File: config.mk
export PLATFORM = sky130hd
export DESIGN_NAME = modem_event_stream_parser_top
export DESIGN_NICKNAME = d
export VERILOG_FILES = /design/src/rtl/core/mesp_pkg.sv /design/src/rtl/core/modem_event_stream_parser_top.sv
export VERILOG_INCLUDE_DIRS = /design/src /design/src/rtl/core
export SDC_FILE = /design/constraint.sdc
export NUM_CORES = 1
export LEC_CHECK = 0
export ABC_AREA = 1
export BUFFER_PORTS_ARGS = -buffer_cell sky130_fd_sc_hd__buf_2
export CORE_AREA = 2 2 129 181
export CTS_CLUSTER_SIZE = 12
export DETAILED_ROUTE_END_ITERATION = 7
export DIE_AREA = 0 0 131 183
export PLACE_DENSITY_LB_ADDON = 0.05
export SLEW_MARGIN = 20
export SYNTH_ARGS = -nofsm -noshare
export SYNTH_HDL_FRONTEND = slang
export SYNTH_SLANG_ARGS = --single-unit
File: constraint.sdc
create_clock -name clk -period 12.23 [get_ports clk]
set_input_delay 2.446 -clock clk [delete_from_list [all_inputs] [get_ports clk]]
set_output_delay 2.446 -clock clk [all_outputs]
set_load 0.005 [all_outputs]
File: src/rtl/core/modem_event_stream_parser_top_assert.svh
// Assertion macros for the modem event stream parser.
// Used by modem_event_stream_parser_top; expects clk and rst_n in scope.
`ifndef MODEM_EVENT_STREAM_PARSER_TOP_ASSERT_SVH
`define MODEM_EVENT_STREAM_PARSER_TOP_ASSERT_SVH

// same-cycle implication, disabled while in reset
`define MESP_ASSERT_NOW(lbl, ante, cons, msg) \
  lbl: assert property (@(posedge clk) disable iff (!rst_n) (ante) |-> (cons)) \
    else $error(msg);

// next-cycle implication, disabled while in reset
`define MESP_ASSERT_NEXT(lbl, ante, cons, msg) \
  lbl: assert property (@(posedge clk) disable iff (!rst_n) (ante) |=> (cons)) \
    else $error(msg);

`endif

File: src/rtl/core/mesp_pkg.sv
// Package for the modem event stream parser: event and link codes,
// match texts and small per-byte helper functions. No dependencies.
package mesp_pkg;

  // event kinds
  localparam logic [2:0] EV_PAYLOAD   = 3'd0;
  localparam logic [2:0] EV_CONNECT   = 3'd1;
  localparam logic [2:0] EV_CLOSE     = 3'd2;
  localparam logic [2:0] EV_LINK_UP   = 3'd3;
  localparam logic [2:0] EV_LINK_DOWN = 3'd4;
  localparam logic [2:0] EV_MOD_READY = 3'd5;

  // link modes
  localparam logic [1:0] LINK_NONE  = 2'd0;
  localparam logic [1:0] LINK_READY = 2'd1;
  localparam logic [1:0] LINK_UP    = 2'd2;
  localparam logic [1:0] LINK_DOWN  = 2'd3;

  // characters
  localparam logic [7:0] CH_NL    = 8'h0A;
  localparam logic [7:0] CH_COLON = 8'h3A;
  localparam logic [7:0] CH_COMMA = 8'h2C;
  localparam logic [7:0] CH_O     = 8'h4F;
  localparam logic [7:0] CH_L     = 8'h4C;

  localparam logic [11:0] FRAME_LIMIT = 12'd2048;
  localparam logic [11:0] LEN_SAT     = 12'hFFF;
  localparam int          LINE_MIN    = 4;

  // prefix texts, right aligned, first character in the highest used byte
  localparam logic [239:0] TXT_GOT_IP = "WIFI GOT IP";
  localparam logic [239:0] TXT_IPD    = "+IPD,";
  localparam logic [239:0] TXT_DISC   = "WIFI DISCONNECT";
  localparam logic [239:0] TXT_CONN   = "WIFI CONNECTED";
  localparam logic [239:0] TXT_BANNER =
    240'h41692D5468696E6B657220546563686E6F6C6F677920436F2E2C4C74642E;

  localparam logic [4:0] TXT_GOT_IP_LEN = 5'd11;
  localparam logic [4:0] TXT_IPD_LEN    = 5'd5;
  localparam logic [4:0] TXT_DISC_LEN   = 5'd15;
  localparam logic [4:0] TXT_CONN_LEN   = 5'd14;
  localparam logic [4:0] TXT_BANNER_LEN = 5'd30;

  // socket id accumulator: low three bits plus a flag once the value reached 8
  typedef struct packed {
    logic       big;
    logic [2:0] val;
  } sock_acc_t;

  function automatic logic is_digit(input logic [7:0] c);
    is_digit = (c >= 8'h30) && (c <= 8'h39);
  endfunction

  function automatic logic [7:0] txt_byte(input logic [239:0] txt, input logic [4:0] len,
                                          input logic [4:0] i);
    logic [4:0] k;
    k = len - 5'd1 - i;
    if (i < len) begin
      txt_byte = txt[{k, 3'b000} +: 8];
    end else begin
      txt_byte = 8'h00;
    end
  endfunction

  // running prefix compare; positions past the text leave the flag alone
  function automatic logic pfx_step(input logic flag, input logic [239:0] txt,
                                    input logic [4:0] len, input logic [4:0] pos_lo,
                                    input logic pos_ge32, input logic [7:0] b);
    pfx_step = flag & (pos_ge32 | (pos_lo >= len) | (b == txt_byte(txt, len, pos_lo)));
  endfunction

  function automatic sock_acc_t sock_acc(input sock_acc_t a, input logic [7:0] c);
    logic [6:0] t;
    t = {4'b0000, a.val} * 7'd10 + {3'b000, c[3:0]};
    sock_acc.big = a.big | (t >= 7'd8);
    sock_acc.val = t[2:0];
  endfunction

  // decimal length accumulator, saturates at 4095 (anything that large clamps anyway)
  function automatic logic [11:0] len_acc(input logic [11:0] v, input logic [7:0] c);
    logic [15:0] t;
    t = {1'b0, v, 3'b000} + {3'b000, v, 1'b0} + {12'h000, c[3:0]};
    len_acc = (t > {4'h0, LEN_SAT}) ? LEN_SAT : t[11:0];
  endfunction

endpackage

File: src/rtl/core/modem_event_stream_parser_top.sv
// Modem event stream parser, top level: header line matching, frame
// payload routing and link tracking. Depends on mesp_pkg and the assert header.
//
//   channel  | ports                                    | dir
//   ---------+------------------------------------------+-----
//   input    | in_valid, in_ready, in_rx_byte           | in
//   result   | out_valid, out_ready, out_event_kind,    | out
//            | out_socket_id, out_data_byte,            |
//            | out_last_of_frame, out_link_status       |
//   config   | cfg_wr_en, cfg_wr_data (max_payload)     | in
//
// One byte per cycle while the result register is free or drains. A byte lands
// in the input register, is parsed by the per-byte match logic and its event
// (if any) is loaded into the result register.
// Synchronous active-low reset clears the line, frame, link and socket state;
// max_payload resets to 2048. No clearing pass.
// A stalled result freezes parsing; the input register still takes one byte.
`include "modem_event_stream_parser_top_assert.svh"

module modem_event_stream_parser_top #(
  parameter int SOCKET_COUNT = 5,
  parameter int LINE_DEPTH   = 64
) (
  input  logic        clk,
  input  logic        rst_n,
  input  logic        in_valid,
  output logic        in_ready,
  input  logic [7:0]  in_rx_byte,
  output logic        out_valid,
  input  logic        out_ready,
  output logic [2:0]  out_event_kind,
  output logic [2:0]  out_socket_id,
  output logic [7:0]  out_data_byte,
  output logic        out_last_of_frame,
  output logic [1:0]  out_link_status,
  input  logic        cfg_wr_en,
  input  logic [11:0] cfg_wr_data
);
  import mesp_pkg::*;

  // CW holds any line position (max LINE_DEPTH-2), NW holds a line length + 2
  localparam int CW = $clog2(LINE_DEPTH);
  localparam int NW = CW + 1;
  localparam int SW = (SOCKET_COUNT > 1) ? $clog2(SOCKET_COUNT) : 1;
  localparam logic [3:0] SOCK_LIM = 4'(SOCKET_COUNT);

  // frame-id parser codes
  localparam logic [2:0] IP_ID0  = 3'd0;  // want first id digit
  localparam logic [2:0] IP_ID   = 3'd1;  // id digits, comma ends
  localparam logic [2:0] IP_LEN0 = 3'd2;  // want first length digit
  localparam logic [2:0] IP_LEN  = 3'd3;  // length digits
  localparam logic [2:0] IP_OK   = 3'd4;  // length done
  localparam logic [2:0] IP_BAD  = 3'd5;

  // input register
  logic       in_vld_r;
  logic [7:0] in_byte_r;

  // configuration
  logic [11:0] cfg_mp_r;

  // per-line state
  logic [CW-1:0] cnt_r, cnt_nxt;
  logic          run_r, run_nxt;       // every byte so far is a digit
  logic [CW-1:0] d_r, d_nxt;           // position of first non-digit
  logic [7:0]    cap_r, cap_nxt;       // byte two past the digit run
  logic [7:0]    hist_r [0:5];         // previous six bytes, [5] oldest
  sock_acc_t     nid_r, nid_nxt;       // leading number of the line
  logic          m_gotip_r, m_gotip_nxt;
  logic          m_ipd_r, m_ipd_nxt;
  logic          m_disc_r, m_disc_nxt;
  logic          m_conn_r, m_conn_nxt;
  logic          m_banner_r, m_banner_nxt;
  logic [2:0]    ist_r, ist_nxt;
  sock_acc_t     iid_r, iid_nxt;
  logic [11:0]   ilen_r, ilen_nxt;

  // frame and link state
  logic                    pay_r, pay_nxt;
  logic [SW-1:0]           pay_sock_r, pay_sock_nxt;
  logic [11:0]             pay_left_r, pay_left_nxt;
  logic [1:0]              link_r, link_nxt;
  logic [SOCKET_COUNT-1:0] in_use_r, in_use_nxt;
  logic [SOCKET_COUNT-1:0] readable_r, readable_nxt;

  // result register
  logic       out_valid_r, out_valid_nxt;
  logic [2:0] out_kind_r, out_kind_nxt;
  logic [2:0] out_sock_r, out_sock_nxt;
  logic [7:0] out_data_r, out_data_nxt;
  logic       out_last_r, out_last_nxt;
  logic [1:0] out_link_r, out_link_nxt;

  // handshake: parsing advances whenever the result register is free or drains
  logic adv, step;
  assign adv      = !out_valid_r || out_ready;
  assign step     = in_vld_r && adv;
  assign in_ready = !in_vld_r || adv;

  // per-byte decode
  logic [7:0]    b;
  logic          dig;
  logic [NW-1:0] pos_w, n_w, d_f, d_f2;
  logic          pos_ge32, pos_ge5;
  logic [4:0]    pos_lo;
  logic          eol, long_enough;
  logic          run_f;
  logic [7:0]    c_sel;
  logic          id_ok, iid_ok, ipd_form;
  logic [11:0]   mp_eff, len_clamp;
  logic [SW-1:0] nsock, isock;

  always_comb begin
    b        = in_byte_r;
    dig      = is_digit(b);
    pos_w    = {1'b0, cnt_r};
    n_w      = pos_w + NW'(1);
    pos_ge32 = (pos_w >= NW'(32));
    pos_ge5  = (pos_w >= NW'(5));
    pos_lo   = cnt_r[4:0];
    eol      = (b == CH_NL) || (b == CH_COLON) || (cnt_r == CW'(LINE_DEPTH - 2));
    long_enough = (n_w >= NW'(LINE_MIN));

    // prefix compares, current byte included
    m_gotip_nxt  = pfx_step(m_gotip_r, TXT_GOT_IP, TXT_GOT_IP_LEN, pos_lo, pos_ge32, b);
    m_ipd_nxt    = pfx_step(m_ipd_r, TXT_IPD, TXT_IPD_LEN, pos_lo, pos_ge32, b);
    m_disc_nxt   = pfx_step(m_disc_r, TXT_DISC, TXT_DISC_LEN, pos_lo, pos_ge32, b);
    m_conn_nxt   = pfx_step(m_conn_r, TXT_CONN, TXT_CONN_LEN, pos_lo, pos_ge32, b);
    m_banner_nxt = pfx_step(m_banner_r, TXT_BANNER, TXT_BANNER_LEN, pos_lo, pos_ge32, b);

    // leading digit run of a notice line
    run_f   = run_r && dig;
    run_nxt = run_f;
    d_nxt   = (run_r && !dig) ? cnt_r : d_r;
    nid_nxt = run_f ? sock_acc(nid_r, b) : nid_r;
    cap_nxt = (!run_r && (pos_w == {1'b0, d_r} + NW'(2))) ? b : cap_r;
    if (run_r) begin
      d_f = dig ? n_w : pos_w;
    end else begin
      d_f = {1'b0, d_r};
    end
    d_f2 = d_f + NW'(2);
    // the scan is capped at length-9 on long lines, so the deciding byte
    // is then six bytes back from the current one
    if ((n_w >= NW'(9)) && (d_f > n_w - NW'(9))) begin
      c_sel = hist_r[5];
    end else if (d_f2 < n_w) begin
      c_sel = (d_f2 == pos_w) ? b : cap_r;
    end else begin
      c_sel = 8'h00;
    end
    id_ok = !nid_nxt.big && ({1'b0, nid_nxt.val} < SOCK_LIM);
    nsock = SW'(nid_nxt.val);

    // frame header "+IPD,<id>,<len>"
    ist_nxt  = ist_r;
    iid_nxt  = iid_r;
    ilen_nxt = ilen_r;
    if (pos_ge5) begin
      case (ist_r)
        IP_ID0: begin
          if (dig) begin
            ist_nxt = IP_ID;
            iid_nxt = sock_acc(iid_r, b);
          end else begin
            ist_nxt = IP_BAD;
          end
        end
        IP_ID: begin
          if (dig) begin
            iid_nxt = sock_acc(iid_r, b);
          end else if (b == CH_COMMA) begin
            ist_nxt = IP_LEN0;
          end else begin
            ist_nxt = IP_BAD;
          end
        end
        IP_LEN0: begin
          if (dig) begin
            ist_nxt  = IP_LEN;
            ilen_nxt = len_acc(ilen_r, b);
          end else begin
            ist_nxt = IP_BAD;
          end
        end
        IP_LEN: begin
          if (dig) begin
            ilen_nxt = len_acc(ilen_r, b);
          end else begin
            ist_nxt = IP_OK;
          end
        end
        IP_OK:   ist_nxt = IP_OK;
        default: ist_nxt = IP_BAD;
      endcase
    end
    ipd_form = (ist_nxt == IP_LEN) || (ist_nxt == IP_OK);
    iid_ok   = !iid_nxt.big && ({1'b0, iid_nxt.val} < SOCK_LIM);
    isock    = SW'(iid_nxt.val);

    if (cfg_mp_r == 12'd0) begin
      mp_eff = 12'd1;
    end else if (cfg_mp_r > FRAME_LIMIT) begin
      mp_eff = FRAME_LIMIT;
    end else begin
      mp_eff = cfg_mp_r;
    end
    len_clamp = (ilen_nxt > mp_eff) ? mp_eff : ilen_nxt;

    cnt_nxt = cnt_r + CW'(1);
  end

  // step: state updates and the result for the byte in the input register
  logic emit;

  always_comb begin
    pay_nxt      = pay_r;
    pay_sock_nxt = pay_sock_r;
    pay_left_nxt = pay_left_r;
    link_nxt     = link_r;
    in_use_nxt   = in_use_r;
    readable_nxt = readable_r;
    emit         = 1'b0;
    out_kind_nxt = out_kind_r;
    out_sock_nxt = 3'd0;
    out_data_nxt = 8'h00;
    out_last_nxt = 1'b0;

    if (pay_r) begin
      emit         = 1'b1;
      out_kind_nxt = EV_PAYLOAD;
      out_sock_nxt = 3'(pay_sock_r);
      out_data_nxt = b;
      pay_left_nxt = pay_left_r - 12'd1;
      if (pay_left_r == 12'd1) begin
        out_last_nxt             = 1'b1;
        pay_nxt                  = 1'b0;
        readable_nxt[pay_sock_r] = 1'b1;
      end
    end else if (eol && long_enough) begin
      if (m_gotip_nxt && (n_w >= NW'(TXT_GOT_IP_LEN))) begin
        link_nxt     = LINK_UP;
        emit         = 1'b1;
        out_kind_nxt = EV_LINK_UP;
      end else if (d_f != NW'(0)) begin
        // socket notice "<id>,CONNECT" / "<id>,CLOSED"
        if (id_ok && (c_sel == CH_O)) begin
          in_use_nxt[nsock]   = 1'b1;
          readable_nxt[nsock] = 1'b0;
          emit                = 1'b1;
          out_kind_nxt        = EV_CONNECT;
          out_sock_nxt        = 3'(nsock);
        end else if (id_ok && (c_sel == CH_L)) begin
          in_use_nxt[nsock]   = 1'b0;
          readable_nxt[nsock] = 1'b0;
          emit                = 1'b1;
          out_kind_nxt        = EV_CLOSE;
          out_sock_nxt        = 3'(nsock);
        end
      end else if (m_ipd_nxt && (n_w >= NW'(TXT_IPD_LEN))) begin
        if (ipd_form && iid_ok) begin
          if (len_clamp == 12'd0) begin
            readable_nxt[isock] = 1'b1;
          end else begin
            pay_nxt      = 1'b1;
            pay_sock_nxt = isock;
            pay_left_nxt = len_clamp;
          end
        end
      end else if (m_disc_nxt && (n_w >= NW'(TXT_DISC_LEN))) begin
        link_nxt     = LINK_DOWN;
        emit         = 1'b1;
        out_kind_nxt = EV_LINK_DOWN;
      end else if (m_conn_nxt && (n_w >= NW'(TXT_CONN_LEN))) begin
        emit = 1'b0;  // association notice, no event
      end else if (m_banner_nxt && (n_w >= NW'(TXT_BANNER_LEN))) begin
        link_nxt     = LINK_READY;
        emit         = 1'b1;
        out_kind_nxt = EV_MOD_READY;
      end
    end
    out_link_nxt  = link_nxt;
    out_valid_nxt = adv ? (step && emit) : out_valid_r;
  end

  // control registers
  always_ff @(posedge clk) begin
    if (!rst_n) begin
      in_vld_r    <= 1'b0;
      cfg_mp_r    <= FRAME_LIMIT;
      cnt_r       <= '0;
      run_r       <= 1'b1;
      d_r         <= '0;
      nid_r       <= '0;
      m_gotip_r   <= 1'b1;
      m_ipd_r     <= 1'b1;
      m_disc_r    <= 1'b1;
      m_conn_r    <= 1'b1;
      m_banner_r  <= 1'b1;
      ist_r       <= IP_ID0;
      iid_r       <= '0;
      ilen_r      <= '0;
      pay_r       <= 1'b0;
      pay_sock_r  <= '0;
      pay_left_r  <= '0;
      link_r      <= LINK_NONE;
      in_use_r    <= '0;
      readable_r  <= '0;
      out_valid_r <= 1'b0;
    end else begin
      if (in_ready) begin
        in_vld_r <= in_valid;
      end
      if (cfg_wr_en) begin
        cfg_mp_r <= cfg_wr_data;
      end
      out_valid_r <= out_valid_nxt;
      if (step) begin
        pay_r      <= pay_nxt;
        pay_sock_r <= pay_sock_nxt;
        pay_left_r <= pay_left_nxt;
        link_r     <= link_nxt;
        in_use_r   <= in_use_nxt;
        readable_r <= readable_nxt;
        if (!pay_r) begin
          if (eol) begin
            cnt_r      <= '0;
            run_r      <= 1'b1;
            d_r        <= '0;
            nid_r      <= '0;
            m_gotip_r  <= 1'b1;
            m_ipd_r    <= 1'b1;
            m_disc_r   <= 1'b1;
            m_conn_r   <= 1'b1;
            m_banner_r <= 1'b1;
            ist_r      <= IP_ID0;
            iid_r      <= '0;
            ilen_r     <= '0;
          end else begin
            cnt_r      <= cnt_nxt;
            run_r      <= run_nxt;
            d_r        <= d_nxt;
            nid_r      <= nid_nxt;
            m_gotip_r  <= m_gotip_nxt;
            m_ipd_r    <= m_ipd_nxt;
            m_disc_r   <= m_disc_nxt;
            m_conn_r   <= m_conn_nxt;
            m_banner_r <= m_banner_nxt;
            ist_r      <= ist_nxt;
            iid_r      <= iid_nxt;
            ilen_r     <= ilen_nxt;
          end
        end
      end
    end
  end

  // data registers, no reset
  always_ff @(posedge clk) begin
    if (in_ready && in_valid) begin
      in_byte_r <= in_rx_byte;
    end
    if (step && !pay_r) begin
      cap_r     <= cap_nxt;
      hist_r[0] <= b;
      for (int i = 1; i < 6; i++) begin
        hist_r[i] <= hist_r[i-1];
      end
    end
    if (step && emit) begin
      out_kind_r <= out_kind_nxt;
      out_sock_r <= out_sock_nxt;
      out_data_r <= out_data_nxt;
      out_last_r <= out_last_nxt;
      out_link_r <= out_link_nxt;
    end
  end

  assign out_valid         = out_valid_r;
  assign out_event_kind    = out_kind_r;
  assign out_socket_id     = out_sock_r;
  assign out_data_byte     = out_data_r;
  assign out_last_of_frame = out_last_r;
  assign out_link_status   = out_link_r;

  // a frame in progress always has bytes left
  `MESP_ASSERT_NOW(a_pay_left_nz, pay_r, pay_left_r != 12'd0, "frame active with zero left")
  // a pending connect event matches the socket table
  `MESP_ASSERT_NOW(a_conn_tbl, out_valid_r && (out_kind_r == EV_CONNECT),
    in_use_r[out_sock_r[SW-1:0]] && !readable_r[out_sock_r[SW-1:0]],
    "connect event without socket in use")
  // a pending close event matches the socket table
  `MESP_ASSERT_NOW(a_close_tbl, out_valid_r && (out_kind_r == EV_CLOSE),
    !in_use_r[out_sock_r[SW-1:0]] && !readable_r[out_sock_r[SW-1:0]],
    "close event with socket still set")
  // last payload byte ends the frame and marks the socket readable
  `MESP_ASSERT_NOW(a_last_done, out_valid_r && (out_kind_r == EV_PAYLOAD) && out_last_r,
    !pay_r && readable_r[out_sock_r[SW-1:0]], "frame end not recorded")
  // a newline outside a frame restarts the line
  `MESP_ASSERT_NEXT(a_nl_restart, step && !pay_r && (in_byte_r == CH_NL),
    cnt_r == '0, "line not restarted after newline")

endmodule

==> run summary <==
Reg clk slew, reported paths: 0.06 ns
Antenna violations before repair: 0
Asr flop ratio synth: 0%
Clock Sinks: 154
Total core area: 22,370 um2
Period utilization: 48.97%
Final Max Tran Viols: 0
Max_slew headroom: 28.62%
Predominant post-synthesis flop cell: edfxtp_1
Total wire length: 31,340 um
CTS Buf Count: 17
Max-Cap Viols: 0
Buffers on Ports: 43
Clock Tree Buf Depth: 2
Hold buffers post-CTS: 0
Drt pass-1 iters: 5
Die area: 23,970 um2
Critical path capture point type: flip-flop
Crit start category: flip-flop
Post-CTS Setup Bufs: 0
Synth Cell Area: 11,190 um2
Unique masters post-synth: 66
CP Max Fanout: 24
Post-route ant nets: 0
Cell count after synthesis: 1,494
Power Density: 102.6 nW/um2
Final hold vios: 0
# IOs: 44
Total number of vias: 10,020
Critical path's slowest cell: edfxtp_1
DPL Wire Length: 24,040 um
WS Path Type: reg -> reg
Worst path bufs/invs: 2
Latest clock arrival within the worst-skew pair: 0.44 ns
Vias in the first global route: 9,695
Post-cts repair resize count: 0
Chip width: 131 um
Top cell type's share of synthesized area: 21.74%
# DRC: 0
Top delay family on crit path: simple AND/OR/NAND/NOR gates
CTS tree: done
Outcome: completed
Fmax: 167.0 MHz
Num rows: 65
Gr usage total: 27.08%
Total gr overflow: 0
Via density: 5.469
Worst Clk Skew: 0.009856 ns
Post-synth EDFFs: 81
YS warnings: 0
Commonest cells after routing, fill and taps aside: nand2_1, nor2_1, inv_1
CP Data Arrival Time: 6.31 ns
Diodes inserted: 0
Worst-Margin Slew: 1.069 ns
Syn nets: 1,605
Post-DR wirelength/cell: 17.11 um
Global-route wire length before repair: 49,740 um
Final #Nets: 1,629
Final Hold Slack: 0.4166 ns
VDD IR max: 0.09470 mV
Largest net degree at the start of global routing: 54
Setup-failing EPs final: 0
P_leak: 5.561 nW
Initial core utilization: 50.03%
Largest stage delay on the critical path: 0.67 ns
Crit path required time: 12.55 ns
Fin crit period: 5.989 ns
Commonest non-fill, non-tap cell in the layout: nand2_1
Sequential-to-total area share from yosys stat: 34.80%
Area contributors post-synth: edfxtp_1, dfxtp_1, nand2_1, ha_1, nor2_1
Cell taking the most area after synthesis: edfxtp_1
Placer Congestion: 0.9668
Die height: 183 um
H-tree levels: 4
Share of cells above drive strength 1: 12.67%
DRT iter0 DRCs: 731
CTS Root Cell: clkbuf_16
RSZ-0062 raised after global routing: false
Hold Path Class: reg -> reg
Synthesized flop and latch total: 154
Setup TNS: 0 ns
Area grow syn2layout: 8.667%
Avg Cell Area, Syn: 7.489 um2
-- layer usage --
layer / vias to the layer above / global-route usage, % / wire length (um)
met5: - / 0 / 0
met4: 0 / 14.85 / 1720
met3: 93 / 3.588 / 987
met2: 237 / 50.05 / 16580
met1: 4633 / 29.11 / 12060
li1: 5056 / - / -
-- stage by stage --
| stage | utilization, % | worst slack [ns] | total power, mW | std cells | area [um2] |
|---|---|---|---|---|---|
| CTS | 54.36 | 6.180 | 1.259 | 1832 | 12160 |
| detailed placement | 51.88 | 6.258 | 0.7615 | 1800 | 11600 |
| global route | 54.36 | 5.703 | 1.303 | 1832 | 12160 |
| floorplan | - | 5.413 | 0.7105 | 1494 | 11190 |
| global placement | 51.88 | 6.351 | 0.7613 | 1800 | 11600 |
| finish | 54.36 | 6.241 | 1.248 | 1832 | 12160 |
-- Yosys cell counts, types with 14 or more instances --
master      n
nand2_1   342
o21ai_1    17
nand4_1    22
a21oi_1   102
nand3_1    95
nor2_2     14
o21ai_0    82
clkbuf_1   23
inv_2      19
nor2_1    152
inv_1     141
edfxtp_1   81
or2_2      14
xor2_1     38
nor3_1     24
ha_1       82
dfxtp_1    73
nand2_2    17
-- report_power, final --
| group | leakage, nW | switching (mW) | internal [mW] | total (mW) |
|---|---|---|---|---|
| clock | 0.273 | 0.216 | 0.279 | 0.495 |
| combinational | 3.95 | 0.124 | 0.0590 | 0.183 |
| sequential | 1.34 | 0.0180 | 0.552 | 0.570 |
| total | 5.56 | 0.358 | 0.890 | 1.25 |
-- area by class of cell --
type	count	area, um2
inverter	169	644.4
sequential	154	3894
timing repair buffer	51	275.3
clock buffer	20	469.2
tap	301	376.6
clock inverter	12	86.33
fill	2209	10210
multi-input combinational	1125	6412
-- final timing paths --
path / startpoint / end / slack, ns / cells past startpoint
max: b[3] / pay_left_r[2] / 6.24 / 26
max reg2reg: b[3] / pay_left_r[2] / 6.24 / 26
min reg2reg: hist_r[0][4] / hist_r[1][4] / 0.42 / 0
min: hist_r[0][4] / hist_r[1][4] / 0.42 / 0
-- flip-flops by register name (all words and copies together) (netlist names), 2 cells and up --
name and cells:
ilen_r 12, ist_r 3, b 8, nid_r 4, iid_r 4, out_event_kind 3
pay_left_r 12, cnt_r 6, pay_sock_r 3, d_r 6, out_link_status 2, hist_r 48
cap_r 8, link_r 2, out_data_byte 8, out_socket_id 3, cfg_mp_r 12
-- kinds of logic (layout without fill, tap and decap cells) --
kind of cell / count (synthesis) / count (layout) / synth area share (%)
buffers and inverters: 215 / 252 / 7.996
AO/OA/AOI/OAI: 272 / 272 / 13.96
adder cells (fa/ha/maj): 86 / 86 / 9.886
flip-flops: 154 / 154 / 34.80
XOR/XNOR: 46 / 46 / 3.668
AND/OR/NAND/NOR: 719 / 719 / 29.51
multiplexers: 2 / 2 / 0.1789
(Power assumes the default switching activity.)
